File: src/sv/arxks_pkg.sv
// Shared types, constants and the microprogram of the add-xor-rotate keystream block.
package arxks_pkg;

    localparam int WORD_W       = 64;
    localparam int NUM_WORDS    = 8;
    localparam int NUM_BYTES    = 8;
    localparam int COUNT_W      = 4;
    localparam int ROT_AMOUNT   = 9;
    localparam int UPC_W        = 4;
    localparam int IDX_W        = 3;
    localparam int RND_W        = 6;
    localparam int CFG_IDX_W    = 3;

    localparam logic [RND_W-1:0] ROUNDS_EARLY = RND_W'(2);
    localparam logic [RND_W-1:0] ROUNDS_LATE  = RND_W'(62);

    localparam logic [CFG_IDX_W-1:0] CFG_KEY0   = 3'd0;
    localparam logic [CFG_IDX_W-1:0] CFG_KEY1   = 3'd1;
    localparam logic [CFG_IDX_W-1:0] CFG_KEY2   = 3'd2;
    localparam logic [CFG_IDX_W-1:0] CFG_KEY3   = 3'd3;
    localparam logic [CFG_IDX_W-1:0] CFG_NONCE0 = 3'd4;
    localparam logic [CFG_IDX_W-1:0] CFG_NONCE1 = 3'd5;

    localparam logic [UPC_W-1:0] UPC_SETUP = 4'd0;
    localparam logic [UPC_W-1:0] UPC_DATA  = 4'd7;
    localparam logic [UPC_W-1:0] UPC_LAST  = 4'd10;

    typedef logic [WORD_W-1:0]                t_word;
    typedef logic [NUM_WORDS-1:0][WORD_W-1:0] t_words;
    typedef logic [3:0][WORD_W-1:0]           t_key;
    typedef logic [1:0][WORD_W-1:0]           t_nonce;

    typedef enum logic [2:0] {
        OP_NOP,
        OP_LOAD,
        OP_SUMW,
        OP_MIX,
        OP_FF,
        OP_KS,
        OP_EMIT
    } t_op;

    typedef enum logic [1:0] {
        JMP_NEXT,
        JMP_IDX,
        JMP_RND
    } t_jmp;

    typedef enum logic [1:0] {
        RND_KEEP,
        RND_EARLY,
        RND_LATE
    } t_rnd;

    typedef enum logic {
        SEQ_IDLE,
        SEQ_RUN
    } t_seq_state;

    typedef struct packed {
        t_op              op;
        t_jmp             jmp;
        logic [UPC_W-1:0] tgt;
        logic [IDX_W-1:0] idx_last;
        t_rnd             rnd;
        logic             fin;
    } t_uword;

    typedef struct packed {
        t_op              op;
        logic [IDX_W-1:0] idx;
    } t_ctl;

    function automatic t_uword uw(input t_op op, input t_jmp jmp, input logic [UPC_W-1:0] tgt,
                                  input logic [IDX_W-1:0] idx_last, input t_rnd rnd,
                                  input logic fin);
        t_uword u;
        u.op       = op;
        u.jmp      = jmp;
        u.tgt      = tgt;
        u.idx_last = idx_last;
        u.rnd      = rnd;
        u.fin      = fin;
        return u;
    endfunction

    // Key setup occupies steps 0 to 6 and a data word steps 7 to 10.
    function automatic t_uword urom(input logic [UPC_W-1:0] a);
        t_uword u;
        case (a)
            4'd0:    u = uw(OP_LOAD, JMP_NEXT, 4'd0,  3'd0, RND_EARLY, 1'b0);
            4'd1:    u = uw(OP_SUMW, JMP_IDX,  4'd1,  3'd7, RND_KEEP,  1'b0);
            4'd2:    u = uw(OP_MIX,  JMP_IDX,  4'd2,  3'd7, RND_KEEP,  1'b0);
            4'd3:    u = uw(OP_FF,   JMP_RND,  4'd2,  3'd0, RND_KEEP,  1'b0);
            4'd4:    u = uw(OP_SUMW, JMP_IDX,  4'd4,  3'd7, RND_LATE,  1'b0);
            4'd5:    u = uw(OP_MIX,  JMP_IDX,  4'd5,  3'd7, RND_KEEP,  1'b0);
            4'd6:    u = uw(OP_FF,   JMP_RND,  4'd5,  3'd0, RND_KEEP,  1'b1);
            4'd7:    u = uw(OP_MIX,  JMP_IDX,  4'd7,  3'd7, RND_KEEP,  1'b0);
            4'd8:    u = uw(OP_FF,   JMP_NEXT, 4'd0,  3'd0, RND_KEEP,  1'b0);
            4'd9:    u = uw(OP_KS,   JMP_IDX,  4'd9,  3'd3, RND_KEEP,  1'b0);
            4'd10:   u = uw(OP_EMIT, JMP_NEXT, 4'd0,  3'd0, RND_KEEP,  1'b1);
            default: u = uw(OP_NOP,  JMP_NEXT, 4'd0,  3'd0, RND_KEEP,  1'b1);
        endcase
        return u;
    endfunction

    // Word added at each step of the keystream fold.
    function automatic logic [IDX_W-1:0] ks_add_sel(input logic [1:0] step);
        logic [IDX_W-1:0] sel;
        case (step)
            2'd0:    sel = 3'd6;
            2'd1:    sel = 3'd5;
            2'd2:    sel = 3'd4;
            default: sel = 3'd7;
        endcase
        return sel;
    endfunction

    function automatic t_word rotl9(input t_word v);
        return {v[WORD_W-ROT_AMOUNT-1:0], v[WORD_W-1:WORD_W-ROT_AMOUNT]};
    endfunction

endpackage

File: src/sv/arxks_seq.sv
// Microcoded sequencer: step counter, word index, round counter and program table.
module arxks_seq import arxks_pkg::*; (
    input  logic i_clk,
    input  logic i_rst_n,
    input  logic i_start,
    input  logic i_setup,
    input  logic i_emit_block,
    output logic o_busy,
    output t_ctl o_ctl
);

    t_seq_state       r_state, n_state;
    logic [UPC_W-1:0] r_upc, n_upc;
    logic [IDX_W-1:0] r_idx, n_idx;
    logic [RND_W-1:0] r_rnd, n_rnd;
    t_uword           cur;
    logic             hold;
    logic             go_next;

    assign cur  = urom(r_upc);
    assign hold = (cur.op == OP_EMIT) && i_emit_block;

    always_ff @(posedge i_clk) begin
        if (!i_rst_n) begin
            r_state <= SEQ_IDLE;
            r_upc   <= UPC_SETUP;
            r_idx   <= '0;
            r_rnd   <= '0;
        end else begin
            r_state <= n_state;
            r_upc   <= n_upc;
            r_idx   <= n_idx;
            r_rnd   <= n_rnd;
        end
    end

    always_comb begin
        n_state = r_state;
        n_upc   = r_upc;
        n_idx   = r_idx;
        n_rnd   = r_rnd;
        go_next = 1'b0;
        case (r_state)
            SEQ_IDLE: begin
                if (i_start) begin
                    n_state = SEQ_RUN;
                    n_upc   = i_setup ? UPC_SETUP : UPC_DATA;
                    n_idx   = '0;
                end
            end
            SEQ_RUN: begin
                if (!hold) begin
                    case (cur.rnd)
                        RND_EARLY: n_rnd = ROUNDS_EARLY;
                        RND_LATE:  n_rnd = ROUNDS_LATE;
                        default:   ;
                    endcase
                    case (cur.jmp)
                        JMP_IDX: begin
                            if (r_idx != cur.idx_last) begin
                                n_idx = r_idx + IDX_W'(1);
                                n_upc = cur.tgt;
                            end else begin
                                n_idx   = '0;
                                go_next = 1'b1;
                            end
                        end
                        JMP_RND: begin
                            n_rnd = r_rnd - RND_W'(1);
                            if (r_rnd != RND_W'(1)) begin
                                n_upc = cur.tgt;
                            end else begin
                                go_next = 1'b1;
                            end
                        end
                        default: go_next = 1'b1;
                    endcase
                    if (go_next) begin
                        if (cur.fin) begin
                            n_state = SEQ_IDLE;
                        end else begin
                            n_upc = r_upc + UPC_W'(1);
                        end
                    end
                end
            end
            default: n_state = SEQ_IDLE;
        endcase
    end

    assign o_busy    = (r_state != SEQ_IDLE);
    assign o_ctl.op  = (r_state == SEQ_RUN) ? cur.op : OP_NOP;
    assign o_ctl.idx = r_idx;

`ifndef SYNTHESIS
    a_upc_in_program: assert property (@(posedge i_clk) disable iff (!i_rst_n)
        (r_state == SEQ_RUN) |-> (r_upc <= UPC_LAST))
        else $error("step counter left the program");
    a_round_count_live: assert property (@(posedge i_clk) disable iff (!i_rst_n)
        (r_state == SEQ_RUN && cur.jmp == JMP_RND) |-> (r_rnd != '0))
        else $error("round counter empty at a round jump");
    a_idx_bounded: assert property (@(posedge i_clk) disable iff (!i_rst_n)
        (r_state == SEQ_RUN && cur.jmp == JMP_IDX) |-> (r_idx <= cur.idx_last))
        else $error("word index beyond its loop limit");
`endif

endmodule

File: config.mk
export PLATFORM = sky130hd
export DESIGN_NAME = arxks_seq
export DESIGN_NICKNAME = d
export VERILOG_FILES = /design/src/sv/arxks_pkg.sv /design/src/sv/arxks_seq.sv
export SDC_FILE = /design/constraint.sdc
export NUM_CORES = 1
export LEC_CHECK = 0
export BUFFER_PORTS_ARGS = -buffer_cell sky130_fd_sc_hd__buf_2
export CORE_UTILIZATION = 64
export DETAILED_ROUTE_END_ITERATION = 16
export GPL_TIMING_DRIVEN = 0
export PLACE_DENSITY = 0.84
export RECOVER_POWER = 100
export SYNTH_ARGS = -nofsm -noshare
export SYNTH_HDL_FRONTEND = slang
export SYNTH_SLANG_ARGS = --single-unit
File: constraint.sdc
create_clock -name i_clk -period 3.95 [get_ports i_clk]
set_input_delay 0.5925 -clock i_clk [delete_from_list [all_inputs] [get_ports i_clk]]
set_output_delay 0.5925 -clock i_clk [all_outputs]
set_load 0.005 [all_outputs]
After elaboration in Yosys (flattened, before gate mapping)
Memory sizes are Yosys's and may differ from the RTL's. A register that Yosys moved wholly into a read port is not among the register bits. Index checks and enable logic that the tools add are counted. W data, S select, Z words.

Reduce and logical (&&, ||, !) cells: 5. Muxes and demuxes: 29. Equality and inequality tests: 10. $add $sub $neg: 3. Bitwise logic cells: 2.

Operators with widths (count): $mux W4 (8); $mux W3 (6); $pmux W4 S2 (2); $pmux W6 S2 (1); $mux W1 (8); $mux W6 (1); $ne A6 B1 Y1 const B (1); $pmux W3 S2 (1); $reduce_and A3 Y1 (2); $sub A6 B1 Y6 const B (1); $add A4 B1 Y4 const B (1); $eq A2 B1 Y1 const B (2); $eq A2 B2 Y1 const B (2); $ne A2 B2 Y1 const B (2); $pmux W1 S2 (2); $add A3 B1 Y3 const B (1); $eq A3 B3 Y1 const B (1); $ne A3 B3 Y1 (1); $reduce_bool A3 Y1 (1); $ne A2 B1 Y1 const B (1); $not A1 Y1 (2); $reduce_and A2 Y1 (1); $logic_and A1 B1 Y1 (1).

Bits of input ports: 5. Memories kept: 1. Output and inout bits: 7. Flip-flop bits (word level): 14. Word-level logic and storage cells: 54. Bits in read-only memories: 240.

Memory list: (no name shown) (depth 16, bits a word 15, read ports 1, clocked after memory_dff 1, wr ports 0, line arxks_pkg.sv:90) `case (a)`.

Depth between registers and ports, before layout
Word-level depth: 10. Gate-level depth with buffers: 15. Gate-level depth less buffers: 13.

Least setup slack after synthesis
Ideal clock, no wire load.

Path type: register -> register. Start point: register, netlist name cur[10]. End point: register, netlist name cur[10]. Data required time: 3.834 ns. Buffers on the path: 2. Stages on the path, launching flop included: 14. Data arrival time: 2.466 ns. Setup time: 0.116 ns. Slack: 1.368 ns. Period minus slack after synthesis: 2.582 ns. Path through: dfxtp_1 > ha_1 > buf_2 > nand2b_1 > o22ai_1 > or3_1 > a221o_1 > and2_1 > buf_6 > nand2_8 > inv_6 > ha_1 > and4_1 > a31o_1.

Cells in the longest elaborated chain, start to end: 9. Elaborated cells on any way between the ends: 12. Classes of those cells: eq/ne: 2; mux: 10.

RTL lines: $eq A2 B2 Y1 or $eq A2 B1 Y1 (tied branches) (line arxks_seq.sv:58) `case (cur.jmp)`; $pmux W1 S2 (line arxks_seq.sv:58); $mux W1 (line arxks_seq.sv:52) `if (!hold) begin`; $mux W1 (line arxks_seq.sv:43) `case (r_state)`; $mux W4 (*) (line arxks_seq.sv:78) `if (go_next) begin`; $mux W4 (*) (line arxks_seq.sv:52); $pmux W4 S2 (*) (line arxks_seq.sv:43); $mux W4 (no line) (*) (2 in series).

Every way passes the cells marked *; elsewhere a longest branch is shown, timed or not. The select of a mux whose other input is x is not followed. A chain may end at the register's enable or synchronous reset.

Worst setup path after layout
Start point: register, netlist name cur[10]. End point: register, netlist name cur[10].

Cells in the longest elaborated chain, start to end: 9. Elaborated cells on any way between the ends: 12. Classes of those cells: eq/ne: 2; mux: 10.

RTL lines (line): $eq A2 B2 Y1 or $eq A2 B1 Y1 (tied branches) (arxks_seq.sv:58); $pmux W1 S2 (arxks_seq.sv:58); $mux W1 (arxks_seq.sv:52); $mux W1 (arxks_seq.sv:43); $mux W4 (*) (arxks_seq.sv:78); $mux W4 (*) (arxks_seq.sv:52); $pmux W4 S2 (*) (arxks_seq.sv:43); $mux W4 (no line) (*) (2 in series).

Marks and branches as above.

==> results.py <==
metrics = {
    "floorplan": {
        "die_x_um": 53.1,
        "io_pins": 12,
        "coreArea_um2": 2480,
        "fp.dieArea_um2": 2820,
        "core.rowCount": 18,
        "initial_utilization": 0.676,
        "dieHeight_um": 53.1,
    },
    "synth": {
        "syn_area_um2": 1670,
        "ys.warnings.count": 0,
        "ys_seq_elements": 27,
        "syn_area_per_cell_um2": 8.05,
        "synth_top_cell_by_area": "dfxtp_1",
        "synth_area_leaders": "dfxtp_1, ha_1, a21oi_1",
        "synth_top_area_share": 0.323,
        "synth-edff-count": 0,
        "ys_types": 57,
        "netlist_instances": 208,
        "seq_area_frac_synth": 0.323,
        "synth_ff_type": "dfxtp_1",
        "async_flop_share": 0,
        "syn_nets": 222,
    },
    "clock_network": {
        "cts_buffers": 3,
        "cts_setup_buffers": 0,
        "cts_hold_buf": 0,
        "cts_tree": "built",
        "clockBufferDepth": 2,
        "clk_latency_ns": 0.33,
        "root_buffer": "clkbuf_4",
        "cts_resized": 0,
        "path_clk_slew_ns": 0.15,
        "htreeDepth": 1,
        "clock_sinks": 27,
    },
    "timing": {
        "worst_pin_slew_ns": 1.01,
        "final_hold_viol_count": 0,
        "relSlewSlack": 0.318,
        "timing.final.ws_setup_ns": 0.683,
        "fin_hold_ws_ns": 0.518,
        "max_freq_ghz": 0.306,
        "finalMaxSlewViolations": 0,
        "rsz0062_at_grt": "false",
        "timing.setup.tns_ns": 0,
        "final.setup_skew_ns": 0.00329,
        "finalCritPeriodShare": 0.827,
        "setup_viol": 0,
        "timing.final.crit_period_ns": 3.27,
    },
    "cells_and_area": {
        "finish.utilization": 0.717,
        "diodes": 0,
        "syn2layout_area_growth_pct": 6.13,
        "num-fill-cells": 216,
        "finalNonFillerCells": 252,
        "fin_nets": 237,
        "layout_common_cells": "dfxtp_1, nor2_1, a21oi_1",
        "layout_commonest_cell": "dfxtp_1",
        "layout-drive-gt1-share": 0.0946,
    },
    "global_route": {
        "antenna_found_initial": 0,
        "grt_start_max_net_pins": 15,
        "grt_pass1_vias": 1440,
        "grt_usage": 0.302,
        "overflow": 0,
        "grt_pass1_wl_mm": 6.20,
    },
    "drt": {
        "ant_nets": 0,
        "drt-met1-wl_mm": 1.73,
        "first_pass_iters": 4,
        "drt_iter0_markers": 80,
        "dr_total_vias": 1564,
        "vias_per_cell": 6.21,
        "route.detailed.drc": 0,
        "met2_length_mm": 1.83,
        "met3WireLength_um": 206,
        "routed_wl_mm": 3.82,
        "highest_layer": "met4",
        "wire_per_inst_um": 15.2,
    },
    "worst_setup_path": {
        "worst_ep_arrival_time_ns": 3.50,
        "crit_slowest_cell": "o311ai_0",
        "reg2reg_slack_ns": 0.68,
        "reg2reg_to": "cur[10]",
        "start_kind": "flip-flop",
        "critPathLaunch": "cur[10]",
        "r2r_start": "cur[10]",
        "path_max_fanout": 7,
        "cpPeakStageDelay_ns": 0.46,
        "critPathCaptureType": "flip-flop",
        "worstPathCellList": "inv_1 > ha_1 > a31oi_1 > a21oi_1 > o311ai_0 > nand2_1 > nand2_1 > inv_1 > ha_1 > o21ai_0 > a31o_1",
        "required_ns": 4.18,
        "critPathKind": "reg -> reg",
        "r2r_cells": 11,
    },
    "hold_path": {
        "worstHoldEndpoint": "r_rnd[0]",
        "holdPathStages": 2,
        "min_path_type": "reg -> reg",
        "hold_start": "r_rnd[0]",
    },
    "power": {
        "clkPwrFrac": 0.112,
        "power.switching_uw": 498,
        "p_comb_frac": 0.524,
        "p_int_uw": 618,
        "p_sw_frac": 0.446,
        "p_seq_frac": 0.364,
        "p_per_area_nw_per_um2": 628,
        "ir_drop_uv": 438,
        "p_leak_uw": 0.000742,
    },
    "flow_run": {
        "cap_viol_max_count": 0,
    },
    "place": {
        "io_buffers": 10,
        "gp_congestion": 0.916,
        "dp_slack_ns": 0.972,
        "dp_cells": 248,
        "hpwlAfterDp_mm": 2.92,
    },
    "status": {
        "status": "complete, no violations",
    },
}
==> worst max-delay path: cells and delay by family (launching register included) <==
kind                       cells  cell delay, ns
buffers and inverters          2            0.23
adders and majority gates      2            0.67
AOI/OAI and AO/OA              5            1.44
DFF                            1            0.44
and+or+nand+nor                2            0.40
==> worst max-delay path by stage <==
stage	endpoint	slack, ns	cells after the start
2_1_floorplan	cur[10]	1.37	13
3_3_place_gp	cur[10]	1.09	11
3_5_place_dp	cur[10]	0.97	11
4_1_cts	cur[10]	0.94	11
5_1_grt	cur[10]	0.53	11
6_report	cur[10]	0.68	11
==> power groups by stage <==
stage | Combinational [µW] | Sequential, µW | Clock [µW]
6_report | 585 | 406 | 125
5_1_grt | 652 | 416 | 133
4_1_cts | 587 | 405 | 123
3_5_place_dp | 583 | 412 | 0
3_3_place_gp | 555 | 406 | 0
2_1_floorplan | 465 | 395 | 0
==> stage by stage <==
stage	total power [µW]	area (µm²)
6_report	1120	1780
5_1_grt	1200	1780
4_1_cts	1110	1790
3_5_place_dp	995	1760
3_3_place_gp	961	1760
2_1_floorplan	861	1670
==> synthesized netlist by cell type, types with 2 or more instances <==
library cell and number:
nand2_1 16, nand2b_1 4, ha_1 9, nor2_1 19, nand3_1 6, o22ai_1 2, dfxtp_1 27, a211oi_1 2
nor3_1 5, and3_1 2, mux2i_1 3, nand4_1 3, inv_1 16, buf_2 2, nor3b_1 2, a31oi_1 4
nand3b_1 3, and2_1 9, xnor2_1 3, o21ai_1 2, a21oi_1 18, clkbuf_1 4, o31a_1 2, o21ai_0 10
a211o_1 3
==> routing by layer <==
metal / GRT usage / vias to the layer above
met3: 0.0374 / 7
li1: - / 774
met5: 0 / -
met2: 0.513 / 56
met1: 0.379 / 727
met4: 0.132 / 0
==> flip-flops by register name, summed over array words and instances (netlist names) <==
name    count
r_upc       4
r_idx       3
r_rnd       6
o_busy      1
cur        13
==> cell families (layout without fill, tap and decap cells) <==
logic type,after synthesis,count (layout),share of synthesized area
flip-flops,27,27,0.323
adder cells (fa/ha/maj),9,9,0.0673
AND/OR/NAND/NOR,79,79,0.260
AO/OA/AOI/OAI,61,61,0.244
XOR/XNOR,3,3,0.0157
buffers and inverters,25,39,0.0650
multiplexers,4,4,0.0247
==> area by class of cell <==
| cell class | count | area (µm²) | share of cell area |
|---|---|---|---|
| well taps | 30 | 37.5 | 0.0211 |
| flip-flops and latches | 27 | 541 | 0.304 |
| plain buffers | 7 | 36.3 | 0.0204 |
| clock buffers | 4 | 26.3 | 0.0148 |
| multi-input cells | 156 | 1020 | 0.574 |
| inverters | 18 | 72.6 | 0.0408 |
| repair buffers | 10 | 43.8 | 0.0246 |
Power figures use the tool's default switching activity.
